<file path="config.mk">
export PLATFORM = sky130hd
export DESIGN_NAME = cht_ctrl
export DESIGN_NICKNAME = d
export VERILOG_FILES = /design/src/design/cht_pkg.sv /design/src/design/cht_ctrl.sv
export SDC_FILE = /design/constraint.sdc
export NUM_CORES = 1
export LEC_CHECK = 0
export ABC_AREA = 1
export BUFFER_PORTS_ARGS = -buffer_cell sky130_fd_sc_hd__buf_2
export CORE_AREA = 2 2 39 41
export CTS_BUF_LIST = sky130_fd_sc_hd__clkbuf_16
export CTS_CLUSTER_SIZE = 40
export DETAILED_ROUTE_END_ITERATION = 16
export DIE_AREA = 0 0 41 43
export PLACE_DENSITY = 0.55
export REMOVE_ABC_BUFFERS = 1
export SETUP_SLACK_MARGIN = 0.2
export SLEW_MARGIN = 0
export SYNTH_ARGS = -nofsm -noshare
export SYNTH_HDL_FRONTEND = slang
export SYNTH_SLANG_ARGS = --single-unit
</file>
<file path="constraint.sdc">
create_clock -name i_clk -period 1 [get_ports i_clk]
set_clock_uncertainty 0.05 [all_clocks]
set_input_delay 0.05 -clock i_clk [delete_from_list [all_inputs] [get_ports i_clk]]
set_output_delay 0.05 -clock i_clk [all_outputs]
set_load 0.02 [all_outputs]
</file>
<file path="src/design/cht_pkg.sv">
// Shared widths, codes and control/status types for the canonical Huffman code builder.
package cht_pkg;

    localparam int SYM_W    = 9;
    localparam int LEN_W    = 5;
    localparam int STATUS_W = 3;
    localparam int CODE_W   = 16;
    localparam int TIDX_W   = 17;
    localparam int HIST_W   = 10;

    localparam logic [HIST_W-1:0] HIST_MAX = {HIST_W{1'b1}};

    localparam logic FUNC_LOAD  = 1'b0;
    localparam logic FUNC_QUERY = 1'b1;

    localparam logic [STATUS_W-1:0] ST_OK        = 3'd0;
    localparam logic [STATUS_W-1:0] ST_TOO_MANY  = 3'd1;
    localparam logic [STATUS_W-1:0] ST_OVERFLOW  = 3'd2;
    localparam logic [STATUS_W-1:0] ST_NOT_BUILT = 3'd3;
    localparam logic [STATUS_W-1:0] ST_UNUSED    = 3'd4;

    // result selector for the response register
    localparam logic [2:0] RES_LOAD      = 3'd0;
    localparam logic [2:0] RES_NOT_BUILT = 3'd1;
    localparam logic [2:0] RES_TOO_MANY  = 3'd2;
    localparam logic [2:0] RES_QUERY     = 3'd3;
    localparam logic [2:0] RES_BUILD     = 3'd4;

    typedef struct packed {
        logic       load;
        logic       query;
        logic       build_init;
        logic       comp_step;
        logic       asg_step;
        logic       build_fin;
        logic       res_we;
        logic [2:0] res_sel;
    } t_cmd;

    typedef struct packed {
        logic built;
        logic too_many;
        logic comp_done;
        logic asg_done;
    } t_stat;

endpackage

</file>
<file path="src/design/cht_ctrl.sv">
// Controller: request handshake, build sequencing and response valid.
module cht_ctrl (
    input  logic           i_clk,
    input  logic           i_rst_n,
    input  logic           i_in_valid,
    input  logic           i_in_func,
    input  logic           i_in_last,
    output logic           o_in_ready,
    input  logic           i_out_ready,
    output logic           o_out_valid,
    input  cht_pkg::t_stat i_stat,
    output cht_pkg::t_cmd  o_cmd
);

    localparam logic [2:0] S_IDLE  = 3'd0;
    localparam logic [2:0] S_QRD   = 3'd1;
    localparam logic [2:0] S_CHECK = 3'd2;
    localparam logic [2:0] S_COMP  = 3'd3;
    localparam logic [2:0] S_ASG   = 3'd4;

    logic [2:0] r_state, n_state;
    logic       r_o_valid, n_o_valid;
    logic       w_accept;

    assign o_in_ready  = (r_state == S_IDLE) && (!r_o_valid || i_out_ready);
    assign w_accept    = i_in_valid && o_in_ready;
    assign o_out_valid = r_o_valid;

    always_comb begin
        o_cmd     = '0;
        n_state   = r_state;
        n_o_valid = r_o_valid && !i_out_ready;
        unique case (r_state)
            S_IDLE: begin
                if (w_accept) begin
                    if (i_in_func == cht_pkg::FUNC_LOAD) begin
                        o_cmd.load = 1'b1;
                        if (i_in_last) begin
                            n_state = S_CHECK;
                        end else begin
                            o_cmd.res_we  = 1'b1;
                            o_cmd.res_sel = cht_pkg::RES_LOAD;
                        end
                    end else if (i_stat.built) begin
                        o_cmd.query = 1'b1;
                        n_state     = S_QRD;
                    end else begin
                        o_cmd.res_we  = 1'b1;
                        o_cmd.res_sel = cht_pkg::RES_NOT_BUILT;
                    end
                end
            end
            S_QRD: begin
                o_cmd.res_we  = 1'b1;
                o_cmd.res_sel = cht_pkg::RES_QUERY;
                n_state       = S_IDLE;
            end
            S_CHECK: begin
                if (i_stat.too_many) begin
                    o_cmd.res_we  = 1'b1;
                    o_cmd.res_sel = cht_pkg::RES_TOO_MANY;
                    n_state       = S_IDLE;
                end else begin
                    o_cmd.build_init = 1'b1;
                    n_state          = S_COMP;
                end
            end
            S_COMP: begin
                o_cmd.comp_step = 1'b1;
                if (i_stat.comp_done) begin
                    n_state = S_ASG;
                end
            end
            S_ASG: begin
                o_cmd.asg_step = 1'b1;
                if (i_stat.asg_done) begin
                    o_cmd.build_fin = 1'b1;
                    o_cmd.res_we    = 1'b1;
                    o_cmd.res_sel   = cht_pkg::RES_BUILD;
                    n_state         = S_IDLE;
                end
            end
            default: begin
                n_state = S_IDLE;
            end
        endcase
        if (o_cmd.res_we) begin
            n_o_valid = 1'b1;
        end
    end

    always_ff @(posedge i_clk) begin
        if (!i_rst_n) begin
            r_state   <= S_IDLE;
            r_o_valid <= 1'b0;
        end else begin
            r_state   <= n_state;
            r_o_valid <= n_o_valid;
        end
    end

endmodule

</file>
# After elaboration in Yosys (flattened, before gate mapping)
# Cells that the tools add are included.
# totals
ff_bits,4
input_bits,10
# op_classes
eq_ne,9
n_mux,25
reduce_logical,8
# ops
op,n
4-bit 2-to-1 mux,5
3-bit 2-to-1 mux,6
4-bit one-hot mux with 4 select lines,1
3-bit one-hot mux with 4 select lines,1
2-bit 2-to-1 mux,4
1-bit 2-to-1 mux,7
3-bit by 2-bit equality test with 1-bit output (second input constant),2
2-bit != test (second input constant),3
3-bit != test (second input constant),2
5-bit 2-to-1 mux,1
5-bit AND reduction,1
3-bit by 1-bit equality test with 1-bit output (second input constant),1
3-bit equality test (second input constant),1
1-bit logical AND,3
3-bit logical NOT,1
1-bit logical NOT,2
1-bit logical OR,1

# Longest topological paths before layout
# logic_depth
ltp_word,7
ltp_mapped,8
mapped_depth_nobuf,8

# Worst setup path after synthesis
# OpenSTA, ideal clock, no wires.
# synth_path
path_kind,register -> output
start,register r_state[1]
end,output o_cmd[8] (netlist bit)
arrival_time_ps,1437
required_time_ps,900
slack_ps,-537
path_stages_with_launch,6
path_buffers,0
path_cell_list,dfxtp_1 -> nor2_2 -> nand2_2 -> nor2_2 -> nand2_1 -> nor3_1
# synth_rtl
item,line_no,rtl
start: declaration,cht_ctrl.sv:21,"logic [2:0] r_state, n_state;"
start signal: assignment,cht_ctrl.sv:97,r_state <= n_state;
end: declaration,cht_ctrl.sv:12,output cht_pkg::t_cmd o_cmd

==> impl_metrics.toml <==
[timing]
finalHoldViolCount = 0
min_period_ps = 1388
fmax_mhz = 720.5
period_share_pct = 138.8
slew_violations = 0
setup_viol = 15
max-slew-margin-rel_pct = 88.89
tightest_slew_ps = 166.4
fin_ws_ps = -387.8
rsz0062_at_grt = "true"

[pwr]
power.switching_uw = 1336
power_uw = 3302
p_int_uw = 1966
power_frac_clock_pct = 18.7
seq_power_share_pct = 10.8
leakage_uw = 0.0005106
ir_drop_mv = 2.265
powerDensity_nw_per_um2 = 3605
power_switching_share_pct = 40.47
comb_power_share_pct = 70.5

[die]
core-area_um2 = 1384
io_pins = 22
die_h_um = 43
die-area_um2 = 1763
die_w_um = 41
initial_core_util_pct = 27.67
rows = 14

[drt]
dr.first_iter.drc_count = 5
via_per_inst = 4.390
ant_nets = 0
via_count = 597
drc = 0
detail_route.wirelength_mm = 1.311
wl_per_cell_um = 9.640
drt-pass1-iter-count = 4

[yosys]
synth_area_um2 = 382.9
synth_edf_count = 0
synthArstFlopShare_pct = 0
yosysSeqAreaShare_pct = 20.92
ys_ff_latch = 4
synthFlopType = "dfxtp_1"
ys_types = 14
yosysWarnings = 0
syn-instance-count = 74
avgSynthCellArea_um2 = 5.174

[run]
maxCapViolations = 0

[layout]
areaGrowthSynthToFinish_pct = 139.2
fillCellCount = 112
stdcell_area_um2 = 915.9
drive_above_1_share_pct = 60.83
regArea_um2 = 91.34
multi_input_area_um2 = 312.8
nNetsFinal = 132
antennaDiodeCount = 0

[cts]
cts.path.max_buffers = 2
cts-hold-fix-buffers = 0
clk_latency_ps = 220
clk_pin_slew_ps = 30
htreeDepth = 1
tritoncts = "yes"
root_buffer = "clkbuf_16"
numClockSinks = 4
cts_made_buffers = 3

[global_route]
grt_first_pass_wirelength_mm = 2.070
grt_pass1_vias = 563
grt_usage_pct = 17.17
grt_overflow = 0
grt_max_degree = 6
grt_antenna_before_repair = 0

[setup_path]
crit_type = "reg2out"
startpoint_type = "register"
slowest_delay_ps = 350
cp_data_arrival_time_ps = 1290
end_kind = "output port"
crit_fanout = 4
crit_path_top_delay_cell = "dfxtp_4"
crit_chain = "nor2_4 > nand2_2 > nor2_4 > nand2_2 > o21ai_1 > buf_4"
cp.required_ps = 900

[outcome]
failed_checks = "setup timing"
outcome = "finished, violations left"

[placement]
hpwl_um = 856.7
port_buffers = 21
dpl_cell_area_um2 = 590.6
gp_congestion = 0.7659

[hold_path]
worst_hold_path_type = "in2reg"
-- worst max-delay path: cells and delay by family, from the launching register on --
kind                   cells  cell delay [ps]
AND/OR/NAND/NOR            4              410
flip-flops                 1              350
buffers and inverters      1              170
AO/OA/AOI/OAI              1              140
-- power by group through the flow --
stage | Clock (uW) | Combinational (uW) | Sequential [uW]
2_1_floorplan | 0 | 867 | 319
3_3_place_gp | 0 | 1460 | 305
3_5_place_dp | 0 | 1470 | 308
4_1_cts | 626 | 2050 | 346
5_1_grt | 641 | 2540 | 363
6_report | 618 | 2330 | 355
-- metal layers --
metal	share of wire [%]	up-vias	routed length, um	GRT usage [%]
li1	-	320	-	-
met5	0	-	0	0
met3	4.1	0	54	4.712
met1	39	264	507	19.29
met2	57	13	749	30.00
met4	0	0	0	4.000
-- per-stage QoR --
step	worst slack, ps	TNS [ps]	util, %	cells	hold slack (ps)
final	-387.8	-4288	66.18	136	12.80
after CTS	-396.2	-3791	60.94	133	17.21
after global placement	-239.1	-1976	42.68	122	235.0
after floorplan	-536.5	-2640	-	74	97.63
after global routing	-448.2	-5181	66.18	136	37.54
after detailed placement	-252.7	-2239	42.68	122	246.2
-- cells in the final DEF, fill, tap and decap left out --
cell | Yosys | final
buf_4 | 0 | 21
inv_1 | 17 | 16
nand2_1 | 16 | 13
buf_6 | 0 | 12
buf_2 | 0 | 10
nand3_1 | 10 | 7
nor2_4 | 0 | 7
nor2_1 | 14 | 6
nand2_2 | 1 | 4
nor2_2 | 3 | 4
nand3_2 | 0 | 3
clkbuf_16 | 0 | 3
dfxtp_4 | 0 | 3
inv_2 | 2 | 2
o21ai_2 | 1 | 2
inv_4 | 0 | 1
nand4_1 | 1 | 1
o21ai_1 | 2 | 1
a21oi_2 | 1 | 1
nor3_1 | 1 | 1
o21ai_0 | 1 | 1
dfxtp_1 | 4 | 1
-- cells in the mapped netlist (2+ instances only) --
cell | count | area share [%]
nor2_1 | 14 | 14
inv_1 | 17 | 17
dfxtp_1 | 4 | 21
o21ai_1 | 2 | 2.6
nand3_1 | 10 | 13
nand2_1 | 16 | 16
inv_2 | 2 | 2.0
nor2_2 | 3 | 4.9
-- cells by family after synthesis --
family | Yosys count | synth area share, %
buffers and inverters | 19 | 18.63
DFF | 4 | 20.92
and+or+nand+nor | 46 | 51.96
AOI/OAI and AO/OA | 5 | 8.496
-- timing repair --
action,CTS,global route
pin swaps,8,5
endpoints found under the setup margin,16,15
setup buffers,8,3
gates resized for setup,39,14
-- final timing paths --
kind | startpoint | end | slack [ps] | cells after the start
max | r_state[1]$_SDFFE_PN0P_ | o_cmd[0] | -390 | 6
min | i_rst_n | o_out_valid$_SDFF_PN0_ | 10 | 3
max reg2reg | r_state[1]$_SDFFE_PN0P_ | r_state[2]$_SDFFE_PN0P_ | -300 | 9
min reg2reg | r_state[0]$_SDFFE_PN0P_ | r_state[0]$_SDFFE_PN0P_ | 490 | 2
-- state kept, by name (all words and copies together), names as in the netlist --
signal and flops:
r_state 3, o_out_valid 1
-- final cells by class --
class                           instances  area share (%)
Sequential cell                         4           9.973
Timing Repair Buffer                   43           37.43
Multi-Input combinational cell         51           34.15
Tap cell                               16           2.186
Clock buffer                            3           8.197
Inverter                               19           8.060
Power figures use the tool's default switching activity.
